<file path="config.mk">
export PLATFORM = sky130hd
export DESIGN_NAME = inner_frame_deframer_flat
export DESIGN_NICKNAME = d
export VERILOG_FILES = /design/src/design/ifd_pkg.sv /design/src/design/ifd_in_if.sv /design/src/design/ifd_out_if.sv /design/src/design/inner_frame_deframer.sv /design/src/flat_wrapper.sv
export VERILOG_INCLUDE_DIRS = /design/src /design/src/design
export SDC_FILE = /design/constraint.sdc
export NUM_CORES = 1
export LEC_CHECK = 0
export BUFFER_PORTS_ARGS = -buffer_cell sky130_fd_sc_hd__buf_2
export CAP_MARGIN = 40
export CORE_MARGIN = 2
export CORE_UTILIZATION = 58
export DETAILED_ROUTE_END_ITERATION = 12
export PLACE_DENSITY = 0.73
export REMOVE_ABC_BUFFERS = 1
export SLEW_MARGIN = 5
export SYNTH_ARGS = -nofsm -noshare
export SYNTH_HDL_FRONTEND = slang
export SYNTH_SLANG_ARGS = --single-unit
</file>
<file path="constraint.sdc">
create_clock -name i_clk -period 6.75 [get_ports i_clk]
set_clock_uncertainty 0.1 [all_clocks]
set_input_delay 0.675 -clock i_clk [delete_from_list [all_inputs] [get_ports i_clk]]
set_output_delay 0.675 -clock i_clk [all_outputs]
set_load 0.01 [all_outputs]
</file>
<file path="src/design/inner_frame_deframer_macros.svh">
// ----------------------------------------------------------------------------
// Inner frame deframer assertion macros
// Wrappers around concurrent assertions, clocked on i_clk and disabled
// while i_rst_n is low. They expand to nothing in synthesis.
// ----------------------------------------------------------------------------
`ifndef INNER_FRAME_DEFRAMER_MACROS_SVH
`define INNER_FRAME_DEFRAMER_MACROS_SVH

`ifndef SYNTHESIS

// Same-cycle implication.
`define IFD_ASSERT_SAME(label, ante, cons) \
    label: assert property (@(posedge i_clk) disable iff (!i_rst_n) (ante) |-> (cons)) \
        else $error("deframer check failed");

// Next-cycle implication.
`define IFD_ASSERT_NEXT(label, ante, cons) \
    label: assert property (@(posedge i_clk) disable iff (!i_rst_n) (ante) |=> (cons)) \
        else $error("deframer check failed");

`else

`define IFD_ASSERT_SAME(label, ante, cons)
`define IFD_ASSERT_NEXT(label, ante, cons)

`endif

`endif

</file>
<file path="src/design/ifd_pkg.sv">
// ----------------------------------------------------------------------------
// Inner frame deframer package
// Types and constants shared by the deframer and its stream interfaces.
// ----------------------------------------------------------------------------
package ifd_pkg;

    localparam int BYTE_W    = 8;
    localparam int LEN_W     = 16;
    localparam int MAJOR_W   = 4;
    localparam int MINOR_W   = 3;
    localparam int STATUS_W  = 2;
    localparam int OUT_DEPTH = 4;

    // A frame needs a command byte, two length bytes and a checksum.
    localparam int MIN_FRAME_BYTES = 4;
    localparam int SEEN_W          = 3;

    localparam logic [BYTE_W-1:0] SUM_CMD_MASK = 8'hFE;

    // Configuration register indexes.
    localparam int CFG_IDX_W = 1;
    localparam logic [CFG_IDX_W-1:0] CFG_CHECKSUM_TARGET = 1'b0;
    localparam logic [CFG_IDX_W-1:0] CFG_CHECKSUM_BYPASS = 1'b1;

    // Result kinds.
    localparam logic KIND_DATA   = 1'b0;
    localparam logic KIND_STATUS = 1'b1;

    typedef enum logic [STATUS_W-1:0] {
        ST_OK        = 2'd0,
        ST_SHORT     = 2'd1,
        ST_ZERO_LEN  = 2'd2,
        ST_TRUNCATED = 2'd3
    } t_status;

    typedef enum logic [5:0] {
        PH_CMD    = 6'b000001,
        PH_LEN_LO = 6'b000010,
        PH_LEN_HI = 6'b000100,
        PH_DATA   = 6'b001000,
        PH_CHECK  = 6'b010000,
        PH_TAIL   = 6'b100000
    } t_phase;

    typedef struct packed {
        logic                item_kind;
        logic [BYTE_W-1:0]   payload_byte;
        logic [MAJOR_W-1:0]  command_major;
        logic [MINOR_W-1:0]  command_minor;
        logic                no_ack_flag;
        logic [LEN_W-1:0]    frame_length_field;
        logic [BYTE_W-1:0]   received_check;
        logic                check_good;
        t_status             frame_status;
        logic                run_last;
    } t_result;

endpackage

</file>
<file path="src/design/ifd_in_if.sv">
// ----------------------------------------------------------------------------
// Deframer input stream
// One frame byte per beat, with a mark on the frame's final byte.
// ----------------------------------------------------------------------------
interface ifd_in_if;

    logic                        valid;
    logic                        ready;
    logic [ifd_pkg::BYTE_W-1:0]  frame_byte;
    logic                        frame_end;

    modport source (output valid, output frame_byte, output frame_end, input ready);
    modport sink   (input valid, input frame_byte, input frame_end, output ready);

endinterface

</file>
<file path="src/design/ifd_out_if.sv">
// ----------------------------------------------------------------------------
// Deframer result stream
// One payload byte or one frame status summary per beat.
// ----------------------------------------------------------------------------
interface ifd_out_if;

    logic                          valid;
    logic                          ready;
    logic                          item_kind;
    logic [ifd_pkg::BYTE_W-1:0]    payload_byte;
    logic [ifd_pkg::MAJOR_W-1:0]   command_major;
    logic [ifd_pkg::MINOR_W-1:0]   command_minor;
    logic                          no_ack_flag;
    logic [ifd_pkg::LEN_W-1:0]     frame_length_field;
    logic [ifd_pkg::BYTE_W-1:0]    received_check;
    logic                          check_good;
    logic [ifd_pkg::STATUS_W-1:0]  frame_status;
    logic                          run_last;

    modport source (
        output valid, output item_kind, output payload_byte, output command_major,
        output command_minor, output no_ack_flag, output frame_length_field,
        output received_check, output check_good, output frame_status,
        output run_last, input ready
    );
    modport sink (
        input valid, input item_kind, input payload_byte, input command_major,
        input command_minor, input no_ack_flag, input frame_length_field,
        input received_check, input check_good, input frame_status,
        input run_last, output ready
    );

endinterface

</file>
<file path="src/design/inner_frame_deframer.sv">
// ----------------------------------------------------------------------------
// Inner frame deframer
// Splits an inner frame into payload beats and one status beat per frame.
// ----------------------------------------------------------------------------
// Usage:
// Frame bytes enter on i_in, one per beat, with frame_end set on the last
// byte. A frame is a command byte, a little-endian 16-bit length L, L-1 data
// bytes and a checksum byte; anything after the checksum is dropped until
// frame_end. Each data byte leaves on o_out as a payload beat, and frame_end
// produces one status beat (command fields, length, checksum, check result
// and an error code). A final data byte carrying frame_end yields its payload
// beat and then the status beat.
// Each input byte's result beats are registered in the output queue. The
// parser takes one byte per cycle while i_in.ready is high; results go
// through a small output queue that drains one beat per cycle, so a
// sustained rate of one byte per cycle holds while the receiver keeps up.
// i_in.ready stays high as long as the queue has room for the two beats
// one byte can cause. When the receiver stalls, results collect in the queue
// and i_in.ready drops once fewer than two slots are free; nothing is lost.
// A synchronous reset (i_rst_n low) empties the queue, returns the parser to
// the command byte and clears both configuration registers to zero. The
// checksum target and bypass registers are written through the i_cfg_* port;
// the user must write them only while the block is idle; it is not enforced.
// ----------------------------------------------------------------------------
`include "inner_frame_deframer_macros.svh"

module inner_frame_deframer #(
    parameter int FIFO_DEPTH = ifd_pkg::OUT_DEPTH
) (
    input  logic                          i_clk,
    input  logic                          i_rst_n,
    input  logic                          i_cfg_wr_en,
    input  logic [ifd_pkg::CFG_IDX_W-1:0] i_cfg_index,
    input  logic [ifd_pkg::BYTE_W-1:0]    i_cfg_data,
    ifd_in_if.sink                        i_in,
    ifd_out_if.source                     o_out
);

    import ifd_pkg::*;

    localparam int PTR_W = $clog2(FIFO_DEPTH);
    localparam int CNT_W = $clog2(FIFO_DEPTH + 1);

    // Configuration.
    logic [BYTE_W-1:0] r_cfg_target;
    logic [BYTE_W-1:0] r_cfg_bypass;

    // Parser state.
    t_phase             r_phase,     n_phase;
    logic [SEEN_W-1:0]  r_seen,      n_seen;
    logic [BYTE_W-1:0]  r_command,   n_command;
    logic [LEN_W-1:0]   r_length,    n_length;
    logic [BYTE_W-1:0]  r_sum,       n_sum;
    logic [BYTE_W-1:0]  r_check,     n_check;
    logic [LEN_W-1:0]   r_data_left, n_data_left;

    // Result queue.
    t_result            r_fifo [FIFO_DEPTH];
    logic [PTR_W-1:0]   r_wr_ptr;
    logic [PTR_W-1:0]   r_rd_ptr;
    logic [CNT_W-1:0]   r_count;

    logic               in_fire;
    logic               out_fire;
    logic               data_hit;
    logic [1:0]         push_cnt;
    t_result            data_res;
    t_result            stat_res;
    t_result            first_res;
    t_status            stat_code;
    logic [BYTE_W-1:0]  expected;
    t_result            head;

    assign in_fire  = i_in.valid && i_in.ready;
    assign out_fire = o_out.valid && o_out.ready;

    // Room for two beats: a final data byte produces a payload and a status.
    assign i_in.ready = (r_count <= CNT_W'(FIFO_DEPTH - 2));

    always_ff @(posedge i_clk) begin
        if (!i_rst_n) begin
            r_cfg_target <= '0;
            r_cfg_bypass <= '0;
        end else if (i_cfg_wr_en) begin
            unique case (i_cfg_index)
                CFG_CHECKSUM_TARGET: r_cfg_target <= i_cfg_data;
                CFG_CHECKSUM_BYPASS: r_cfg_bypass <= i_cfg_data;
                default: ;
            endcase
        end
    end

    // Parser: one phase step per byte.
    always_comb begin
        n_phase     = r_phase;
        n_command   = r_command;
        n_length    = r_length;
        n_sum       = r_sum;
        n_check     = r_check;
        n_data_left = r_data_left;
        data_hit    = 1'b0;
        n_seen      = (r_seen == SEEN_W'(MIN_FRAME_BYTES)) ? r_seen : r_seen + 1'b1;

        unique case (r_phase)
            PH_CMD: begin
                n_command = i_in.frame_byte;
                n_sum     = i_in.frame_byte & SUM_CMD_MASK;
                n_phase   = PH_LEN_LO;
            end
            PH_LEN_LO: begin
                n_length = {{(LEN_W-BYTE_W){1'b0}}, i_in.frame_byte};
                n_sum    = r_sum + i_in.frame_byte;
                n_phase  = PH_LEN_HI;
            end
            PH_LEN_HI: begin
                n_length = {i_in.frame_byte, r_length[BYTE_W-1:0]};
                n_sum    = r_sum + i_in.frame_byte;
                if (n_length == '0) begin
                    n_phase = PH_TAIL;
                end else if (n_length == LEN_W'(1)) begin
                    n_phase = PH_CHECK;
                end else begin
                    n_data_left = n_length - 1'b1;
                    n_phase     = PH_DATA;
                end
            end
            PH_DATA: begin
                n_sum       = r_sum + i_in.frame_byte;
                data_hit    = 1'b1;
                n_data_left = r_data_left - 1'b1;
                if (n_data_left == '0) begin
                    n_phase = PH_CHECK;
                end
            end
            PH_CHECK: begin
                n_check = i_in.frame_byte;
                n_phase = PH_TAIL;
            end
            default: begin
                n_phase = PH_TAIL;
            end
        endcase
    end

    // Status of the frame as it stands after this byte.
    assign expected = r_cfg_target - n_sum;

    always_comb begin
        if (n_seen < SEEN_W'(MIN_FRAME_BYTES)) begin
            stat_code = ST_SHORT;
        end else if (n_length == '0) begin
            stat_code = ST_ZERO_LEN;
        end else if (n_phase != PH_TAIL) begin
            stat_code = ST_TRUNCATED;
        end else begin
            stat_code = ST_OK;
        end
    end

    always_comb begin
        data_res              = '0;
        data_res.item_kind    = KIND_DATA;
        data_res.payload_byte = i_in.frame_byte;
        data_res.run_last     = !i_in.frame_end;

        stat_res              = '0;
        stat_res.item_kind    = KIND_STATUS;
        stat_res.frame_status = stat_code;
        stat_res.run_last     = 1'b1;
        if (stat_code == ST_OK) begin
            stat_res.command_major      = n_command[BYTE_W-1 -: MAJOR_W];
            stat_res.command_minor      = n_command[MINOR_W:1];
            stat_res.no_ack_flag        = n_command[0];
            stat_res.frame_length_field = n_length;
            stat_res.received_check     = n_check;
            stat_res.check_good         = (n_check == r_cfg_bypass) || (n_check == expected);
        end

        first_res = data_hit ? data_res : stat_res;
        push_cnt  = 2'(data_hit) + 2'(i_in.frame_end);
        if (!in_fire) begin
            push_cnt = 2'd0;
        end
    end

    always_ff @(posedge i_clk) begin
        if (!i_rst_n) begin
            r_phase     <= PH_CMD;
            r_seen      <= '0;
            r_command   <= '0;
            r_length    <= '0;
            r_sum       <= '0;
            r_check     <= '0;
            r_data_left <= '0;
        end else if (in_fire) begin
            if (i_in.frame_end) begin
                // The frame is done: start over on the next command byte.
                r_phase     <= PH_CMD;
                r_seen      <= '0;
                r_command   <= '0;
                r_length    <= '0;
                r_sum       <= '0;
                r_check     <= '0;
                r_data_left <= '0;
            end else begin
                r_phase     <= n_phase;
                r_seen      <= n_seen;
                r_command   <= n_command;
                r_length    <= n_length;
                r_sum       <= n_sum;
                r_check     <= n_check;
                r_data_left <= n_data_left;
            end
        end
    end

    // Result queue: up to two writes and one read per cycle.
    always_ff @(posedge i_clk) begin
        if (push_cnt != 2'd0) begin
            r_fifo[r_wr_ptr] <= first_res;
        end
        if (push_cnt == 2'd2) begin
            r_fifo[r_wr_ptr + 1'b1] <= stat_res;
        end
    end

    always_ff @(posedge i_clk) begin
        if (!i_rst_n) begin
            r_wr_ptr <= '0;
            r_rd_ptr <= '0;
            r_count  <= '0;
        end else begin
            r_wr_ptr <= r_wr_ptr + PTR_W'(push_cnt);
            r_rd_ptr <= r_rd_ptr + PTR_W'(out_fire);
            r_count  <= r_count + CNT_W'(push_cnt) - CNT_W'(out_fire);
        end
    end

    assign head = r_fifo[r_rd_ptr];

    assign o_out.valid              = (r_count != '0);
    assign o_out.item_kind          = head.item_kind;
    assign o_out.payload_byte       = head.payload_byte;
    assign o_out.command_major      = head.command_major;
    assign o_out.command_minor      = head.command_minor;
    assign o_out.no_ack_flag        = head.no_ack_flag;
    assign o_out.frame_length_field = head.frame_length_field;
    assign o_out.received_check     = head.received_check;
    assign o_out.check_good         = head.check_good;
    assign o_out.frame_status       = head.frame_status;
    assign o_out.run_last           = head.run_last;

    // Checks.
    `IFD_ASSERT_SAME(a_count_bound, 1'b1, r_count <= CNT_W'(FIFO_DEPTH))
    `IFD_ASSERT_NEXT(a_restart_after_end, in_fire && i_in.frame_end, r_phase == PH_CMD)
    `IFD_ASSERT_SAME(a_data_left_live, r_phase == PH_DATA, r_data_left != '0)
    `IFD_ASSERT_SAME(a_error_fields_zero,
        o_out.valid && o_out.item_kind == KIND_STATUS && o_out.frame_status != ST_OK,
        o_out.frame_length_field == '0 && o_out.received_check == '0 && !o_out.check_good)

endmodule
</file>
<file path="src/flat_wrapper.sv">
// flat-port wrapper written by rule: the top's interface ports become plain ports
module inner_frame_deframer_flat import ifd_pkg::*;
#(
    parameter int FIFO_DEPTH = ifd_pkg::OUT_DEPTH
)
  (i_clk, i_rst_n, i_cfg_wr_en, i_cfg_index, i_cfg_data, i_in_valid, i_in_frame_byte, i_in_frame_end, i_in_ready, o_out_valid, o_out_item_kind, o_out_payload_byte, o_out_command_major, o_out_command_minor, o_out_no_ack_flag, o_out_frame_length_field, o_out_received_check, o_out_check_good, o_out_frame_status, o_out_run_last, o_out_ready);
  ifd_in_if i_in_i ();
  ifd_out_if o_out_i ();
  input  logic i_clk;
  input  logic i_rst_n;
  input  logic i_cfg_wr_en;
  input  logic [ifd_pkg::CFG_IDX_W-1:0] i_cfg_index;
  input  logic [ifd_pkg::BYTE_W-1:0] i_cfg_data;
  input wire logic [$bits(i_in_i.valid)-1:0] i_in_valid;
  input wire logic [$bits(i_in_i.frame_byte)-1:0] i_in_frame_byte;
  input wire logic [$bits(i_in_i.frame_end)-1:0] i_in_frame_end;
  output wire logic [$bits(i_in_i.ready)-1:0] i_in_ready;
  output wire logic [$bits(o_out_i.valid)-1:0] o_out_valid;
  output wire logic [$bits(o_out_i.item_kind)-1:0] o_out_item_kind;
  output wire logic [$bits(o_out_i.payload_byte)-1:0] o_out_payload_byte;
  output wire logic [$bits(o_out_i.command_major)-1:0] o_out_command_major;
  output wire logic [$bits(o_out_i.command_minor)-1:0] o_out_command_minor;
  output wire logic [$bits(o_out_i.no_ack_flag)-1:0] o_out_no_ack_flag;
  output wire logic [$bits(o_out_i.frame_length_field)-1:0] o_out_frame_length_field;
  output wire logic [$bits(o_out_i.received_check)-1:0] o_out_received_check;
  output wire logic [$bits(o_out_i.check_good)-1:0] o_out_check_good;
  output wire logic [$bits(o_out_i.frame_status)-1:0] o_out_frame_status;
  output wire logic [$bits(o_out_i.run_last)-1:0] o_out_run_last;
  input wire logic [$bits(o_out_i.ready)-1:0] o_out_ready;
  assign i_in_i.valid = i_in_valid;
  assign i_in_i.frame_byte = i_in_frame_byte;
  assign i_in_i.frame_end = i_in_frame_end;
  assign i_in_ready = i_in_i.ready;
  assign o_out_valid = o_out_i.valid;
  assign o_out_item_kind = o_out_i.item_kind;
  assign o_out_payload_byte = o_out_i.payload_byte;
  assign o_out_command_major = o_out_i.command_major;
  assign o_out_command_minor = o_out_i.command_minor;
  assign o_out_no_ack_flag = o_out_i.no_ack_flag;
  assign o_out_frame_length_field = o_out_i.frame_length_field;
  assign o_out_received_check = o_out_i.received_check;
  assign o_out_check_good = o_out_i.check_good;
  assign o_out_frame_status = o_out_i.frame_status;
  assign o_out_run_last = o_out_i.run_last;
  assign o_out_i.ready = o_out_ready;
  inner_frame_deframer #(.FIFO_DEPTH(FIFO_DEPTH)) u_core (.i_clk(i_clk), .i_rst_n(i_rst_n), .i_cfg_wr_en(i_cfg_wr_en), .i_cfg_index(i_cfg_index), .i_cfg_data(i_cfg_data), .i_in(i_in_i), .o_out(o_out_i));
endmodule
</file>
# ---- Word-level counts from Yosys, hierarchy flattened
# Memories as Yosys holds them, arrays and structs flattened. A register that Yosys moved wholly into a read port is not among the register bits.
# Cells that the tools add are included.
dict set report word_totals {
  reg_bits 88
  ramBits 180
  in_bits 23
  memories 1
}
# memory words word_bits rd rd_clocked_by_memory_dff wr line_no
set memory_table {}
lappend memory_table {u_core.r_fifo 4 45 1 1 2 inner_frame_deframer.sv:58} ;# t_result r_fifo [FIFO_DEPTH];
dict set report classes {
  addsub 11
  n_lt_le_gt_ge 2
  eq_ne 13
  n_mux 31
  bitwise_logic 1
  n_reduce_logical 15
}
# cell n
set op_table {}
lappend op_table {{2-to-1 mux 16 bit} 4}
lappend op_table {{case mux 16 bit (2 select lines)} 2}
lappend op_table {{zero test 16 bit} 3}
lappend op_table {{2-to-1 mux 45 bit} 1}
lappend op_table {{2-to-1 mux 8 bit} 5}
lappend op_table {{2-to-1 mux 33 bit} 1}
lappend op_table {{subtractor 16 x 1 -> 16 bit (second input constant)} 2}
lappend op_table {{case mux 6 bit (4 select lines)} 1}
lappend op_table {{2-to-1 mux 6 bit} 3}
lappend op_table {{equality test 16 x 1 -> 1 bit (second input constant)} 1}
lappend op_table {{equality test 8 bit} 2}
lappend op_table {{case mux 8 bit (2 select lines)} 1}
lappend op_table {{2-to-1 mux 2 bit} 5}
lappend op_table {{adder 8 bit} 1}
lappend op_table {{subtractor 8 bit} 1}
lappend op_table {{equality test 6 x 1 -> 1 bit (second input constant)} 1}
lappend op_table {{equality test 6 x 2 -> 1 bit (second input constant)} 1}
lappend op_table {{equality test 6 x 3 -> 1 bit (second input constant)} 1}
lappend op_table {{equality test 6 x 4 -> 1 bit (second input constant)} 1}
lappend op_table {{equality test 6 x 5 -> 1 bit (second input constant)} 1}
lappend op_table {{2-to-1 mux 3 bit} 2}
lappend op_table {{inequality test 3 bit (second input constant)} 2}
lappend op_table {{inequality test 6 bit (second input constant)} 1}
lappend op_table {{nonzero test 3 bit} 2}
lappend op_table {{other kinds (22)} 28}

# ---- Depth between registers and ports, before layout
dict set report depth {
  ltp_word 11
  ltp_mapped 17
}

# ---- Worst setup path before layout
# OpenSTA, ideal clock, no wires.
dict set report synth_path {
  path_type {register to register}
  start {register u_core.r_phase[0]}
  end {memory u_core.r_fifo[2][10] in the netlist's numbering, enable pin}
  setup_time_ns 0.399
  arrival_ns 3.808
  required_ns 6.251
  setup_slack_ns 2.443
  stages_incl_launch_ff 11
  n_path_buf 4
  period_less_slack_ns 4.307
  cell_sequence {dfxtp_1 > clkbuf_1 > or4_4 > nor3b_1 > inv_1 > clkbuf_1 > clkbuf_1 > ha_1 > clkbuf_1 > nor3_1 > nand2b_1}
}
# item line_no
set synth_lines {}
lappend synth_lines {{start, declared} inner_frame_deframer.sv:49} ;# t_phase r_phase, n_phase;
lappend synth_lines {{start signal, assigned} inner_frame_deframer.sv:206} ;# r_phase <= n_phase;
lappend synth_lines {{end, declared} inner_frame_deframer.sv:58}

==> results.cfg <==
[cts]
h-tree-depth = 1
clockRootBuffer = clkbuf_16
cts_tree = yes
hold_buffers = 0
cts_buffers = 28
cts_resized = 0
cts_sinks = 268
ctsLongestPathBuffers = 3
clk_pin_slew_ns = 0.06
post_cts_buffers = 0
clkLatencyLatePin_ns = 0.54

[layout]
nFillCells = 1718
nNetsFinal = 1387
antennaDiodeCount = 0
layout-drive-gt1-share = 0.167
final_common_cell = nor2_1
final_cell_mix = nor2_1, edfxtp_1, dfxtp_1
area_delta_synth_final_pct = 11.9

[pwr]
switching_power_uw = 1320
intPower_uw = 3270
switching_share = 0.287
ir_drop_mv = 0.200
power_frac_comb = 0.237
power_uw = 4600
p_per_area_mw_per_mm2 = 308
static-leakage-power_uw = 0.00531
seqPwrFrac = 0.408
power_frac_clock = 0.354

[routing]
detailroute.via_count = 10000
via_per_inst = 6.12
wire_per_inst_um = 19.9
ant_nets = 0
first_pass_iters = 6
wl_mm = 32.6
drt_iter0_markers = 1052
route.detailed.drc = 0

[yosys]
synthFlopType = edfxtp_1
synth_cell_type_count = 73
synth_seq_cells = 268
synth-edff-count = 140
syn-cell-area_mm2 = 0.0133
syn_inst = 1304
async_flop_share = 0
avgSynthCellArea_um2 = 10.2
synth_seq_area_share = 0.507
yosysWarnings = 0

[global_routing]
antenna_found_initial = 0
grt_remaining_overflow = 0
grtUsageTotal = 0.270
grt_pass1_wl_mm = 52.1
grt_pass1_vias = 9723
grt_max_degree = 83

[timing]
fmax_mhz = 214
fin_crit_ns = 4.67
setup_viol = 0
hold_viol = 0
hold_slack_ns = 0.288
slew_headroom = 0.375
setup_tns_ns = 0
tightest_slew_ns = 0.938
layout_worst_path_cycle_share = 0.692
drv_slew = 0
rsz0062_at_grt = false

[place]
port_buffers = 69
gp_congestion = 0.903
dp_hpwl_mm = 21.8

[worst_hold_path]
hold_path_depth = 3
hp-start = i_cfg_data[7]
worstHoldPathType = in2reg

[setup_path]
cp_data_required_time_ns = 6.92
crit_chain = or4_4 -> nor3b_2 -> buf_4 -> inv_1 -> ha_1 -> o21ai_1 -> nor2_1 -> a21oi_1 -> or2_1 -> buf_8 -> nor2_1
cp_max_fo = 30
crit_cells = 11
crit-reg2reg-launch = u_core.r_phase[0]
cp_common_cell = nor2_1
cp-end-kind = flop
critPathLaunch = u_core.r_phase[0]
cp-start-kind = flop
path_class = reg2reg
worstPathArrival_ns = 4.85
path_delay_family = simple AND/OR/NAND/NOR gates
cp_slowest_cell = or2_1
worst-r2r-cell-count = 11
path_buf_inv = 3
slowest_delay_ns = 0.60

[floorplan]
start_util = 0.589
dieArea_mm2 = 0.0242
rows = 55
dieWidth_um = 156
core_area_mm2 = 0.0226
die_h_um = 156
ios = 70

[run]
cap_violations = 0

[status]
status = complete, no violations
area by class of cell:
cell class	count	area, um^2	area share
sequential	268	6770	0.454
multi-input combinational	917	6070	0.407
clock buffer	34	754	0.0505
timing repair buffer	93	658	0.0441
tap	285	357	0.0239
clock inverter	17	221	0.0148
inverter	26	97.6	0.00654
cells by family after synthesis:
family	count (synthesis)	synth area share
buffers and inverters	119	0.0390
DFF	268	0.507
and+or+nand+nor	553	0.198
AOI/OAI and AO/OA	233	0.111
adders and majority gates	30	0.0298
xor gates and xnor gates	40	0.0273
muxes	61	0.0880
cells in the mapped netlist, drive strengths merged (18+ instances only):
master / count / area, um^2
buf: 24 / 164
o21ai: 32 / 160
or2: 19 / 119
ha: 27 / 338
and2: 18 / 113
a21oi: 90 / 450
edfxtp: 140 / 4200
nand3: 26 / 130
inv: 26 / 97.6
mux4: 45 / 1010
clkbuf: 69 / 259
a22oi: 44 / 330
nor2: 317 / 1210
dfxtp: 128 / 2560
nand2: 58 / 220
xnor2: 26 / 228
nor3: 20 / 100
final timing paths:
| check | slack (ns) | to |
|---|---|---|
| setup / recovery | 2.08 | u_core.r_fifo[2][15] |
| hold / removal | 0.29 | u_core.r_cfg_target[7] |
| setup reg to reg | 2.08 | u_core.r_fifo[2][15] |
| hold reg to reg | 0.35 | u_core.r_fifo[3][44] |
per-layer routing:
| layer | part of all wire | global-route usage | vias to the layer above |
|---|---|---|---|
| li1 | - | - | 4746 |
| met1 | 0.43 | 0.383 | 4870 |
| met2 | 0.48 | 0.450 | 374 |
| met3 | 0.075 | 0.0333 | 46 |
| met4 | 0.017 | 0.0594 | 0 |
| met5 | 0 | 0 | - |
state kept, by name, indices dropped and copies added, names as in the netlist:
register,count
u_core.r_cfg_bypass,8
u_core.r_cfg_target,8
u_core.r_check,8
u_core.r_command,8
u_core.r_count,3
u_core.r_data_left,16
u_core.r_fifo,180
u_core.r_length,16
u_core.r_phase,6
u_core.r_rd_ptr,2
u_core.r_seen,3
u_core.r_sum,8
u_core.r_wr_ptr,2
power groups by stage:
| stage | Sequential, uW | Clock, uW | Combinational [uW] |
|---|---|---|---|
| finish | 1880 | 1630 | 1090 |
| floorplan | 1940 | 0 | 705 |
| global placement | 1970 | 0 | 980 |
| CTS | 1880 | 1640 | 1100 |
| global route | 1890 | 1710 | 1200 |
| detailed placement | 1910 | 0 | 1090 |
tightest hold or removal path, delay by kind of cell:
family	cells	cell delay, ns
buf+inv	1	0.09
mux	1	0.06
simple gates	1	0.07
stage by stage:
stage	setup slack [ns]	util	cells	instance area [um^2]
3_3_place_gp	1.85	0.606	1575	13700
2_1_floorplan	0.877	-	1211	12900
4_1_cts	2.10	0.659	1640	14900
5_1_grt	1.76	0.659	1640	14900
6_report	2.08	0.659	1640	14900
3_5_place_dp	2.10	0.616	1589	14000
Note: power is estimated with default switching activity, not from simulation.
